## src/design/lcdm_pkg.sv

```systemverilog
`timescale 1ns / 1ps

package lcdm_pkg;

  localparam int MAX_COLS = 20;
  localparam int TEXT_CAP = 64;
  localparam int GAP_COLS = 3;

  // Field widths fixed by the interface.
  localparam int CHAR_W = 8;
  localparam int COL_W  = 5;
  localparam int TIME_W = 32;
  localparam int IVL_W  = 16;

  localparam int ADDR_W = $clog2(TEXT_CAP);
  localparam int LEN_W  = $clog2(TEXT_CAP);
  localparam int SPAN_W = $clog2(TEXT_CAP + GAP_COLS);
  // Scroll offset and text index share one width wide enough for both uses.
  localparam int IDX_W  = (SPAN_W > COL_W) ? SPAN_W : COL_W;

  localparam logic [CHAR_W-1:0] BLANK_CHAR = CHAR_W'(32);

  // Configuration register indexes.
  localparam int CFG_IDX_W = 2;
  localparam int CFG_DATA_W = 16;
  localparam logic [CFG_IDX_W-1:0] REG_WINDOW_WIDTH = 2'd0;
  localparam logic [CFG_IDX_W-1:0] REG_HOLD_IVL     = 2'd1;
  localparam logic [CFG_IDX_W-1:0] REG_STEP_IVL     = 2'd2;

  // Input kind codes.
  localparam logic KIND_LOAD   = 1'b0;
  localparam logic KIND_RENDER = 1'b1;

endpackage

```

## src/design/lcdm_ram.sv

```systemverilog
`timescale 1ns / 1ps

module lcdm_ram #(
  parameter int WIDTH = 8,
  parameter int DEPTH = 64
) (
  input  logic                     clk,
  input  logic                     we,
  input  logic [$clog2(DEPTH)-1:0] waddr,
  input  logic [WIDTH-1:0]         wdata,
  input  logic [$clog2(DEPTH)-1:0] raddr,
  output logic [WIDTH-1:0]         rdata
);

  logic [WIDTH-1:0] mem [DEPTH];

  always_ff @(posedge clk) begin
    if (we) begin
      mem[waddr] <= wdata;
    end
    rdata <= mem[raddr];
  end

endmodule

```

## src/design/lcdm_step.sv

```systemverilog
`timescale 1ns / 1ps

// Shared increment-and-wrap unit: advances the scroll offset once per step
// and the text index once per emitted column.
module lcdm_step (
  input  logic [lcdm_pkg::IDX_W-1:0] val,
  input  logic [lcdm_pkg::IDX_W-1:0] modulus,
  input  logic                       wrap_en,
  output logic [lcdm_pkg::IDX_W-1:0] next,
  output logic                       wrapped
);
  import lcdm_pkg::*;

  logic [IDX_W-1:0] inc;

  always_comb begin
    inc     = val + IDX_W'(1);
    wrapped = wrap_en && (inc == modulus);
    next    = wrapped ? '0 : inc;
  end

endmodule

```

## src/design/lcd_text_marquee_scroller.sv

```systemverilog
`timescale 1ns / 1ps

// Channel   Handshake             Payload
// in        in_valid / in_stall   in_kind, in_char_code, in_now_ms
// out       out_valid / out_stall out_glyph, out_column, out_last_column
// cfg       cfg_we (no wait)      cfg_index, cfg_data
//
// Load beat: the accept cycle reads the store at the load pointer and the next
// compares and writes it. Render beat: the accept cycle, the timer state, then
// the emit state, which walks the visible columns in turn on the store's single
// read port; output stalls stretch it. The input stalls for the whole beat, but
// the last column may still wait while the next beat is taken.
// rst_n is synchronous; the text store itself is not cleared.
module lcd_text_marquee_scroller (
  input  logic                                clk,
  input  logic                                rst_n,
  input  logic                                in_valid,
  output logic                                in_stall,
  input  logic                                in_kind,
  input  logic [lcdm_pkg::CHAR_W-1:0]         in_char_code,
  input  logic [lcdm_pkg::TIME_W-1:0]         in_now_ms,
  output logic                                out_valid,
  input  logic                                out_stall,
  output logic [lcdm_pkg::CHAR_W-1:0]         out_glyph,
  output logic [lcdm_pkg::COL_W-1:0]          out_column,
  output logic                                out_last_column,
  input  logic                                cfg_we,
  input  logic [lcdm_pkg::CFG_IDX_W-1:0]      cfg_index,
  input  logic [lcdm_pkg::CFG_DATA_W-1:0]     cfg_data
);
  import lcdm_pkg::*;

  localparam logic [1:0] S_IDLE = 2'd0;
  localparam logic [1:0] S_LOAD = 2'd1;
  localparam logic [1:0] S_TIME = 2'd2;
  localparam logic [1:0] S_EMIT = 2'd3;

  logic [1:0]        state_r, state_nxt;
  logic [CHAR_W-1:0] ch_r, ch_nxt;
  logic [TIME_W-1:0] now_r, now_nxt;

  // Configuration.
  logic [COL_W-1:0]  width_r, width_nxt;
  logic [IVL_W-1:0]  hold_ivl_r, hold_ivl_nxt;
  logic [IVL_W-1:0]  step_ivl_r, step_ivl_nxt;

  // Text and scroll state.
  logic [LEN_W-1:0]  len_r, len_nxt;
  logic [LEN_W-1:0]  lp_r, lp_nxt;
  logic              differs_r, differs_nxt;
  logic [IDX_W-1:0]  offset_r, offset_nxt;
  logic [TIME_W-1:0] last_r, last_nxt;
  logic              running_r, running_nxt;
  logic              hold_r, hold_nxt;

  // Render walk.
  logic [IDX_W-1:0]  idx_r, idx_nxt;
  logic [COL_W-1:0]  col_r, col_nxt;
  logic              short_r, short_nxt;

  // Result register.
  logic              ov_r, ov_nxt;
  logic [CHAR_W-1:0] glyph_r, glyph_nxt;
  logic [COL_W-1:0]  column_r, column_nxt;
  logic              lastc_r, lastc_nxt;

  logic [CHAR_W-1:0] rdata;
  logic [ADDR_W-1:0] raddr;
  logic              ram_we;

  logic [COL_W-1:0]  eff_w;
  logic [IDX_W-1:0]  cycle_len;
  logic [IDX_W-1:0]  step_val;
  logic [IDX_W-1:0]  step_next;
  logic              step_wrapped;
  logic              step_wrap_en;
  logic [TIME_W-1:0] elapsed;
  logic [IVL_W-1:0]  interval;
  logic              due;
  logic              out_free;
  logic              in_acc;
  logic [LEN_W-1:0]  lp_inc;
  logic              lp_room;

  lcdm_ram #(
    .WIDTH (CHAR_W),
    .DEPTH (TEXT_CAP)
  ) u_text (
    .clk   (clk),
    .we    (ram_we),
    .waddr (lp_r[ADDR_W-1:0]),
    .wdata (ch_r),
    .raddr (raddr),
    .rdata (rdata)
  );

  lcdm_step u_step (
    .val     (step_val),
    .modulus (cycle_len),
    .wrap_en (step_wrap_en),
    .next    (step_next),
    .wrapped (step_wrapped)
  );

  assign in_stall        = (state_r != S_IDLE);
  assign in_acc          = in_valid && !in_stall;
  assign out_valid       = ov_r;
  assign out_glyph       = glyph_r;
  assign out_column      = column_r;
  assign out_last_column = lastc_r;
  assign out_free        = !ov_r || !out_stall;

  // A zero width or any width beyond the display selects the full display.
  assign eff_w     = (width_r == '0 || width_r > COL_W'(MAX_COLS)) ? COL_W'(MAX_COLS) : width_r;
  assign cycle_len = IDX_W'(len_r) + IDX_W'(GAP_COLS);

  // The step unit advances the offset in the timer cycle, the index otherwise.
  assign step_val     = (state_r == S_TIME) ? offset_r : idx_r;
  assign step_wrap_en = (state_r == S_TIME) ? 1'b1 : !short_r;

  // Elapsed time is modulo 2^32; a stopped timer starts at the current time.
  assign elapsed  = running_r ? (now_r - last_r) : '0;
  assign interval = hold_r ? hold_ivl_r : step_ivl_r;
  assign due      = elapsed >= TIME_W'(interval);

  assign ram_we  = (state_r == S_LOAD) && (ch_r != '0) && lp_room;
  assign lp_room = lp_r < LEN_W'(TEXT_CAP - 1);
  assign lp_inc  = lp_r + LEN_W'(1);

  // During a render the read address follows the next index (idx_nxt), so
  // the registered read data always matches the column being emitted.
  assign raddr = (state_r == S_TIME || state_r == S_EMIT) ? idx_nxt[ADDR_W-1:0]
                                                          : lp_r[ADDR_W-1:0];

  always_comb begin
    logic             end_txt;
    logic [LEN_W-1:0] lp_new;
    logic             diff_new;

    state_nxt    = state_r;
    ch_nxt       = ch_r;
    now_nxt      = now_r;
    width_nxt    = width_r;
    hold_ivl_nxt = hold_ivl_r;
    step_ivl_nxt = step_ivl_r;
    len_nxt      = len_r;
    lp_nxt       = lp_r;
    differs_nxt  = differs_r;
    offset_nxt   = offset_r;
    last_nxt     = last_r;
    running_nxt  = running_r;
    hold_nxt     = hold_r;
    idx_nxt      = idx_r;
    col_nxt      = col_r;
    short_nxt    = short_r;
    ov_nxt       = ov_r && out_stall;
    glyph_nxt    = glyph_r;
    column_nxt   = column_r;
    lastc_nxt    = lastc_r;
    end_txt      = 1'b0;
    lp_new       = lp_r;
    diff_new     = differs_r;

    unique case (state_r)
      S_IDLE: begin
        if (in_acc) begin
          ch_nxt    = in_char_code;
          now_nxt   = in_now_ms;
          state_nxt = (in_kind == KIND_RENDER) ? S_TIME : S_LOAD;
        end
      end
      S_LOAD: begin
        state_nxt = S_IDLE;
        if (ch_r == '0) begin
          end_txt = 1'b1;
        end else begin
          if (lp_room) begin
            if (lp_r >= len_r || rdata != ch_r) begin
              diff_new = 1'b1;
            end
            lp_new = lp_inc;
          end
          if (lp_new >= LEN_W'(TEXT_CAP - 1)) begin
            end_txt = 1'b1;
          end
        end
        lp_nxt      = lp_new;
        differs_nxt = diff_new;
        if (end_txt) begin
          if (diff_new || lp_new != len_r) begin
            len_nxt     = lp_new;
            offset_nxt  = '0;
            last_nxt    = '0;
            running_nxt = 1'b0;
            hold_nxt    = 1'b1;
          end
          lp_nxt      = '0;
          differs_nxt = 1'b0;
        end
      end
      S_TIME: begin
        state_nxt = S_EMIT;
        col_nxt   = '0;
        if (IDX_W'(len_r) <= IDX_W'(eff_w)) begin
          // Short text stands still and is padded with blanks.
          short_nxt  = 1'b1;
          offset_nxt = '0;
          idx_nxt    = '0;
        end else begin
          short_nxt   = 1'b0;
          running_nxt = 1'b1;
          if (!running_r) begin
            last_nxt = now_r;
          end
          if (due) begin
            last_nxt   = now_r;
            offset_nxt = step_next;
            hold_nxt   = step_wrapped;
          end
          idx_nxt = due ? step_next : offset_r;
        end
      end
      S_EMIT: begin
        if (out_free) begin
          ov_nxt     = 1'b1;
          glyph_nxt  = (idx_r < IDX_W'(len_r)) ? rdata : BLANK_CHAR;
          column_nxt = col_r;
          lastc_nxt  = (col_r == eff_w - COL_W'(1));
          idx_nxt    = step_next;
          col_nxt    = col_r + COL_W'(1);
          if (col_r == eff_w - COL_W'(1)) begin
            state_nxt = S_IDLE;
          end
        end
      end
      default: state_nxt = S_IDLE;
    endcase

    if (cfg_we) begin
      unique case (cfg_index)
        REG_WINDOW_WIDTH: begin
          width_nxt   = cfg_data[COL_W-1:0];
          offset_nxt  = '0;
          last_nxt    = '0;
          running_nxt = 1'b0;
          hold_nxt    = 1'b1;
        end
        REG_HOLD_IVL: hold_ivl_nxt = cfg_data[IVL_W-1:0];
        REG_STEP_IVL: step_ivl_nxt = cfg_data[IVL_W-1:0];
        default: ;
      endcase
    end
  end

  always_ff @(posedge clk) begin
    if (!rst_n) begin
      state_r    <= S_IDLE;
      width_r    <= COL_W'(MAX_COLS);
      hold_ivl_r <= IVL_W'(1500);
      step_ivl_r <= IVL_W'(400);
      len_r      <= '0;
      lp_r       <= '0;
      differs_r  <= 1'b0;
      offset_r   <= '0;
      last_r     <= '0;
      running_r  <= 1'b0;
      hold_r     <= 1'b1;
      ov_r       <= 1'b0;
      idx_r      <= '0;
      col_r      <= '0;
      short_r    <= 1'b0;
    end else begin
      state_r    <= state_nxt;
      width_r    <= width_nxt;
      hold_ivl_r <= hold_ivl_nxt;
      step_ivl_r <= step_ivl_nxt;
      len_r      <= len_nxt;
      lp_r       <= lp_nxt;
      differs_r  <= differs_nxt;
      offset_r   <= offset_nxt;
      last_r     <= last_nxt;
      running_r  <= running_nxt;
      hold_r     <= hold_nxt;
      ov_r       <= ov_nxt;
      idx_r      <= idx_nxt;
      col_r      <= col_nxt;
      short_r    <= short_nxt;
    end
  end

  always_ff @(posedge clk) begin
    ch_r     <= ch_nxt;
    now_r    <= now_nxt;
    glyph_r  <= glyph_nxt;
    column_r <= column_nxt;
    lastc_r  <= lastc_nxt;
  end

endmodule
```

## config.mk

```make
export PLATFORM = sky130hd
export DESIGN_NAME = lcd_text_marquee_scroller
export DESIGN_NICKNAME = d
export VERILOG_FILES = /design/src/design/lcdm_pkg.sv /design/src/design/lcdm_ram.sv /design/src/design/lcdm_step.sv /design/src/design/lcd_text_marquee_scroller.sv
export SDC_FILE = /design/constraint.sdc
export NUM_CORES = 1
export LEC_CHECK = 0
export ABC_AREA = 1
export BUFFER_PORTS_ARGS = -buffer_cell sky130_fd_sc_hd__buf_4
export CORE_MARGIN = 2
export CORE_UTILIZATION = 47
export DETAILED_ROUTE_END_ITERATION = 10
export RECOVER_POWER = 25
export SETUP_SLACK_MARGIN = 0.5
export SYNTH_ARGS = -nofsm -noshare
export SYNTH_HDL_FRONTEND = slang
export SYNTH_SLANG_ARGS = --single-unit
export TNS_END_PERCENT = 50
```

## constraint.sdc

```tcl
create_clock -name clk -period 5 [get_ports clk]
set_input_delay 0.25 -clock clk [delete_from_list [all_inputs] [get_ports clk]]
set_output_delay 0.25 -clock clk [all_outputs]
set_load 0.01 [all_outputs]
```

==> impl_metrics.tcl, run 1 <==
set metrics [dict create \
    drt_pre_antenna_iters 6 \
    cts_buffers 75 \
    critPathKind "reg -> reg" \
    synth_fp_nets 3864 \
    cts.sinks 681 \
    dpl.hpwl_um 61410 \
    min_from "cfg_we" \
    ant_nets 0 \
    final_hold_viol_count 0 \
    crit_start "now_r[9]" \
    antenna_found_initial 0 \
    setup_tns_ns 0 \
    r2r-end "u_text.rdata[0]" \
    synth_top_family_by_area "simple AND/OR/NAND/NOR gates" \
    grt_usage_pct 26.03 \
    synth_cell_type_count 56 \
    grt_first_pass_wirelength_um 148800 \
    min_path_cells 3 \
    powerDensity_mw_per_mm2 572.0 \
    place_congestion 0.9221 \
    die_y_um 271.6 \
    cap_violations 6 \
    root_buffer "clkbuf_16" \
    diodes 0 \
    port_buffers 79 \
    crit_fanout 7 \
    syn_area_mm2 0.03367 \
    path_clk_slew_ns 0.06 \
    wl_um 99940 \
    final_cell_mix "nand2_1 (863), edfxtp_1 (566), nand3_1 (531), inv_1 (490), nor2_1 (192)" \
    synth_fa_ha_area_share_pct 2.772 \
    grt_max_degree 111 \
    synth-compound-area-share_pct 6.381 \
    clock.fmax_mhz 228.6 \
    worstPathRequired_ns 5.57 \
    period_needed_ns 4.374 \
    start_kind "register" \
    rr_startpoint "now_r[9]" \
    vdd_drop_max_uv 372.7 \
    finalCritPeriodShare_pct 87.48 \
    grt_pass1_vias 25000 \
    final_common_cell "nand2_1" \
    drive_gt1_share_pct 12.77 \
    cts_tree "yes" \
    crit_path_frequent_cell "nand2_1" \
    r2r_cells 32 \
    finalMaxSlewViolations 204 \
    outcome "finished, violations left" \
    worst_slew_pin_slew_ns 2.608 \
    p_leak_nw 16.67 \
    clockBufferDepth 3 \
    synth-main-ff-cell "edfxtp_1" \
    num_vias 26870 \
    synth-simple-area-share_pct 24.39 \
    arrival_ns 4.94 \
    min_path_type "in -> reg" \
    syn_inst 3726 \
    syn_avg_cell_area_um2 9.036 \
    endpoint_kind "register" \
    htree_levels 3 \
    ys_warn_count 0 \
    async_reset_ff_share_pct 0 \
    avgViaCountPerCell 5.463 \
    dieWidth_um 271.6 \
    synth_edf_count 566 \
    clock_skew_ns 0.02803 \
    grt_overflow_total 0 \
    synth-xor-area-share_pct 0.7173 \
    rows 98 \
    rsz0062_at_grt "no" \
    slowest_delay_ns 0.42 \
    synthMuxAreaShare_pct 0.08919 \
    wire_per_inst_um 20.32 \
    stdcell_count 4919 \
    drt_iter0_drc 2587 \
    violations "capacitance limit, slew limit" \
    syn2layout_area_growth_pct 19.45 \
    maxSlewHeadroom_pct -73.88 \
    die_area_mm2 0.07379 \
    finalPower_mw 23.00 \
    setup_violations 0 \
    nNetsFinal 4047 \
    ios 80 \
    dp.cells 4678 \
    drc 0 \
    ys_seq_area_share_pct 57.32 \
    ys_ff_latch 681 \
    core_mm2 0.07124 \
    holdPathEnd "width_r[3]" \
    start_util_pct 47.26 \
    crit_slowest_cell "edfxtp_1" \
    insertion_delay_ns 0.62 \
    reg2reg_setup_slack_ns 0.63 \
]
[what timing repair did]
action	in CTS	in global routing
setup buffers	9	23
hold endpoints to repair	80	0
hold buffers	58	0
gates cloned	4	10
gates resized for setup	34	197
pin swaps	5	56
setup endpoints to repair	8	8
[synth_stat cells, types with 2 or more instances]
| cell | count | area share [%] |
|---|---|---|
| nand2_1 | 888 | 9.9 |
| nand3_1 | 617 | 9.2 |
| edfxtp_1 | 566 | 50 |
| inv_1 | 498 | 5.6 |
| nor2_1 | 198 | 2.2 |
| a21oi_1 | 186 | 2.8 |
| o21ai_0 | 156 | 2.3 |
| dfxtp_1 | 115 | 6.8 |
| nand3b_1 | 103 | 2.3 |
| buf_2 | 85 | 1.3 |
| ha_1 | 73 | 2.7 |
| clkbuf_1 | 72 | 0.80 |
| xor2_1 | 17 | 0.44 |
| buf_4 | 16 | 0.36 |
| inv_2 | 10 | 0.11 |
| nand4_1 | 10 | 0.19 |
| o21ai_1 | 10 | 0.15 |
| buf_1 | 8 | 0.089 |
| nor3_1 | 8 | 0.12 |
| a211oi_1 | 7 | 0.16 |
| o211ai_1 | 6 | 0.13 |
| clkinv_1 | 5 | 0.056 |
| xnor2_1 | 5 | 0.13 |
| nand2_2 | 4 | 0.074 |
| nor2_2 | 4 | 0.074 |
| o21ai_2 | 4 | 0.10 |
| a221oi_1 | 3 | 0.078 |
| a22oi_1 | 3 | 0.067 |
| buf_6 | 3 | 0.10 |
| mux2i_1 | 3 | 0.089 |
| nor4_1 | 3 | 0.056 |
| o2111ai_1 | 3 | 0.078 |
| o21a_1 | 3 | 0.067 |
| o221ai_1 | 3 | 0.078 |
| o22ai_1 | 3 | 0.056 |
| or2_2 | 3 | 0.056 |
| a21oi_2 | 2 | 0.052 |
| a31oi_1 | 2 | 0.037 |
| nand3_2 | 2 | 0.059 |
| o21bai_1 | 2 | 0.045 |
| xor2_2 | 2 | 0.097 |
[worst max path at each step]
stage / endpoint / cells after the start
2_1_floorplan: u_text.rdata[3] / 27
3_3_place_gp: u_text.rdata[3] / 28
3_5_place_dp: u_text.rdata[3] / 28
4_1_cts: u_text.rdata[3] / 32
5_1_grt: u_text.rdata[0] / 31
6_report: u_text.rdata[0] / 32
[sequential cells by signal, indices dropped and copies added (netlist names), 6 cells and up]
name          count
ch_r              8
hold_ivl_r       16
idx_r             7
last_r           32
len_r             6
lp_r              6
now_r            32
offset_r          7
out_glyph         8
step_ivl_r       16
u_text.mem      512
u_text.rdata      8
[final cells by class]
| cell class | count | area, µm² |
|---|---|---|
| multi-input cells | 2349 | 12490 |
| fillers | 6396 | 31030 |
| repair buffers | 289 | 2900 |
| clock buffers | 101 | 2068 |
| flip-flops and latches | 681 | 19310 |
| clock inverters | 36 | 312.8 |
| inverters | 513 | 1942 |
| well taps | 950 | 1189 |
[logic make-up after synthesis]
family,Yosys count
buffers and inverters,697
XOR/XNOR,25
adder cells (fa/ha/maj),74
AND/OR/NAND/NOR,1846
multiplexers,3
AO/OA/AOI/OAI,400
flip-flops,681
[report_power, final]
group,switching [mW],total [mW],internal (mW)
combinational,6.89,10.6,3.75
clock,2.31,5.43,3.13
sequential,0.288,6.93,6.64
[worst max-delay path, delay by kind of cell, from the launching register on]
kind | cells | cell delay, ns
fa+ha+maj | 2 | 0.48
buf+inv | 8 | 0.93
simple gates | 18 | 1.80
flops | 1 | 0.42
compound gates | 4 | 0.68
[metrics by stage]
stage / instance area [µm²] / setup WS, ns / hold slack [ns] / utilization, %
2_1_floorplan: 33670 / 1.374 / 0.3489 / -
3_3_place_gp: 35760 / 0.008946 / 0.4282 / 50.19
4_1_cts: 39050 / 0.4545 / 0.02778 / 54.81
5_1_grt: 40210 / 0.4090 / 0.09162 / 56.45
6_report: 40210 / 0.6261 / 0.05243 / 56.45
3_5_place_dp: 35760 / -0.02384 / 0.4293 / 50.19
[per-layer routing]
layer	global-route usage, %	vias up	routed length [µm]	share of wire (%)
met3	3.370	160	6699	6.7
met1	34.75	12900	42250	42
met5	0	-	0	0
met2	44.15	975	48050	48
met4	8.213	0	2936	2.9
li1	-	12840	-	-
Note: power is estimated with default switching activity, not from simulation.
==> run 2, diff against run 1 <==
==> constraint.sdc (replaced) <==
create_clock -name clk -period 4.6 [get_ports clk]
set_input_delay 0.23 -clock clk [delete_from_list [all_inputs] [get_ports clk]]
set_output_delay 0.23 -clock clk [all_outputs]
set_load 0.01 [all_outputs]
==> impl_metrics.tcl, run 2 (synthesis results as in run 1) <==
set metrics [dict create \
    setup_violations 0 \
    top_register "u_text.mem" \
    p_seq_share_pct 28.4 \
    rr_startpoint "now_r[2]" \
    endpoint_kind "register" \
    root_buffer "clkbuf_16" \
    clock.fmax_mhz 234.9 \
    worstPathRequired_ns 5.17 \
    arrival_ns 4.83 \
    die_area_mm2 0.07379 \
    largest_reg_flops 512 \
    pwr-share-comb_pct 49.9 \
    cts.sinks 681 \
    wl_um 101200 \
    finalMaxSlewViolations 246 \
    r2r_cells 28 \
    core_mm2 0.07124 \
    grt_max_degree 92 \
    drive_gt1_share_pct 17.91 \
    grt_usage_pct 27.19 \
    clockBufferDepth 3 \
    min_path_type "in -> reg" \
    outcome "finished, violations left" \
    diodes 0 \
    clock_skew_ns 0.02358 \
    switchingPower_mw 10.78 \
    slowest_delay_ns 0.44 \
    htree_levels 3 \
    final_hold_viol_count 0 \
    reg_top3 "u_text.mem: 512 flops, last_r: 32 flops, now_r: 32 flops" \
    maxSlewHeadroom_pct -86.83 \
    setup_tns_ns 0 \
    start_util_pct 47.26 \
    period_needed_ns 4.257 \
    fin_area_mm2 0.04203 \
    cts_buffers 75 \
    place_congestion 0.9279 \
    r2r-end "u_text.rdata[5]" \
    p_leak_nw 17.47 \
    p_int_mw 15.68 \
    final_cell_mix "nand2_1 (830), edfxtp_1 (566), inv_1 (486), nand3_1 (455), nor2_1 (188)" \
    grt_overflow_total 0 \
    path_clk_slew_ns 0.06 \
    ant_nets 0 \
    violations "capacitance limit, slew limit" \
    finalCritPeriodShare_pct 92.53 \
    insertion_delay_ns 0.63 \
    dpl.hpwl_um 63050 \
    vdd_drop_max_uv 453.7 \
    fillers 6161 \
    powerDensity_mw_per_mm2 629.7 \
    grt_first_pass_wirelength_um 154800 \
    switching_share_pct 40.74 \
    holdPathEnd "hold_ivl_r[3]" \
    reg2reg_setup_slack_ns 0.34 \
    ios 80 \
    critPathKind "reg -> reg" \
    worst_slew_pin_slew_ns 2.803 \
    num_vias 27230 \
    crit_path_frequent_cell "nand2_1" \
    syn2layout_area_growth_pct 24.84 \
    port_buffers 79 \
    cts_tree "yes" \
    min_path_cells 4 \
    antenna_found_initial 0 \
    avgViaCountPerCell 5.425 \
    wire_per_inst_um 20.17 \
    final_common_cell "nand2_1" \
    drc 0 \
    nNetsFinal 4150 \
    die_y_um 271.6 \
    rows 98 \
    start_kind "register" \
    drt_iter0_drc 2677 \
    crit_slowest_cell "edfxtp_1" \
    drt_pre_antenna_iters 6 \
    p_clk_share_pct 21.6 \
    placed_area_mm2 0.03643 \
    grt_pass1_vias 26410 \
    cap_violations 5 \
    rsz0062_at_grt "yes" \
    crit_fanout 8 \
    min_from "cfg_index[1]" \
    dieWidth_um 271.6 \
]
==> run 2: changes by cell type in the layout (fill, tap and decap cells not counted), sizes merged, moves of 2 or more <==
| cell | before | now |
|---|---|---|
| bufbuf | 0 | 5 |
| dlygate4sd3 | 58 | 61 |
| buf | 155 | 260 |
| clkinvlp | 6 | 4 |
| clkbuf | 177 | 162 |
| clkinv | 28 | 36 |
==> run 2: power groups by stage <==
stage          Clock [mW]  Combinational [mW]  Sequential, mW
2_1_floorplan           0                6.26            7.61
3_3_place_gp            0                10.2            7.61
3_5_place_dp            0                10.2            7.61
4_1_cts              5.80                12.6            7.50
5_1_grt              6.05                14.2            7.56
6_report             5.72                13.2            7.52
==> run 2: critical path, delay by kind of cell, from the launching register on <==
kind / cells / cell delay [ns]
adder cells (fa/ha/maj): 2 / 0.54
AO/OA/AOI/OAI: 7 / 0.92
buffers and inverters: 8 / 1.26
flip-flops: 1 / 0.44
AND/OR/NAND/NOR: 11 / 1.03
==> run 2: stage by stage <==
step                      hold WS, ns  utilization (%)  total power, mW  instances  setup slack (ns)
after floorplan                0.3289                -            13.87       3726            0.9740
after global placement         0.4086            51.14            17.78       4753           -0.1005
after detailed placement       0.4093            51.14            17.83       4753          -0.08198
after CTS                    0.005710            58.42            25.92       5013            0.3950
after global routing          0.08424            59.00            27.81       5020            0.1891
final                         0.05729            59.00            26.47       5020            0.3435
==> run 2: how the worst max path moves through the flow <==
| stage | end | slack (ns) | startpoint |
|---|---|---|---|
| 2_1_floorplan | u_text.rdata[3] | 0.97 | now_r[7] |
| 3_3_place_gp | u_text.rdata[3] | -0.10 | now_r[8] |
| 3_5_place_dp | u_text.rdata[3] | -0.08 | now_r[8] |
| 4_1_cts | u_text.rdata[4] | 0.39 | now_r[0] |
| 5_1_grt | u_text.rdata[4] | 0.19 | now_r[5] |
| 6_report | u_text.rdata[5] | 0.34 | now_r[2] |
==> run 2: per-layer routing <==
| metal | vias up | share of wire (%) | global-route usage, % |
|---|---|---|---|
| met5 | - | 0 | 0 |
| met4 | 0 | 3.9 | 10.56 |
| met3 | 204 | 6.6 | 3.529 |
| met2 | 984 | 49 | 46.03 |
| met1 | 12970 | 41 | 35.58 |
| li1 | 13070 | - | - |
==> run 2: layout make-up <==
class	count	area, µm²	area share [%]
Clock buffer	95	1993	4.742
Clock inverter	40	304.0	0.7234
Inverter	513	1936	4.605
Multi-Input combinational cell	2348	13100	31.17
Sequential cell	681	19300	45.93
Tap cell	950	1189	2.828
Timing Repair Buffer	393	4202	9.996
==> run 2: repair_timing <==
action                                  4_1_cts  5_1_grt
endpoints found under the setup margin       28       39
hold buffers                                 61        0
gates resized for setup                     290      115
pin swaps                                    87       59
hold endpoints to repair                     80        0
gates cloned                                 18        1
setup buffers                                46        6
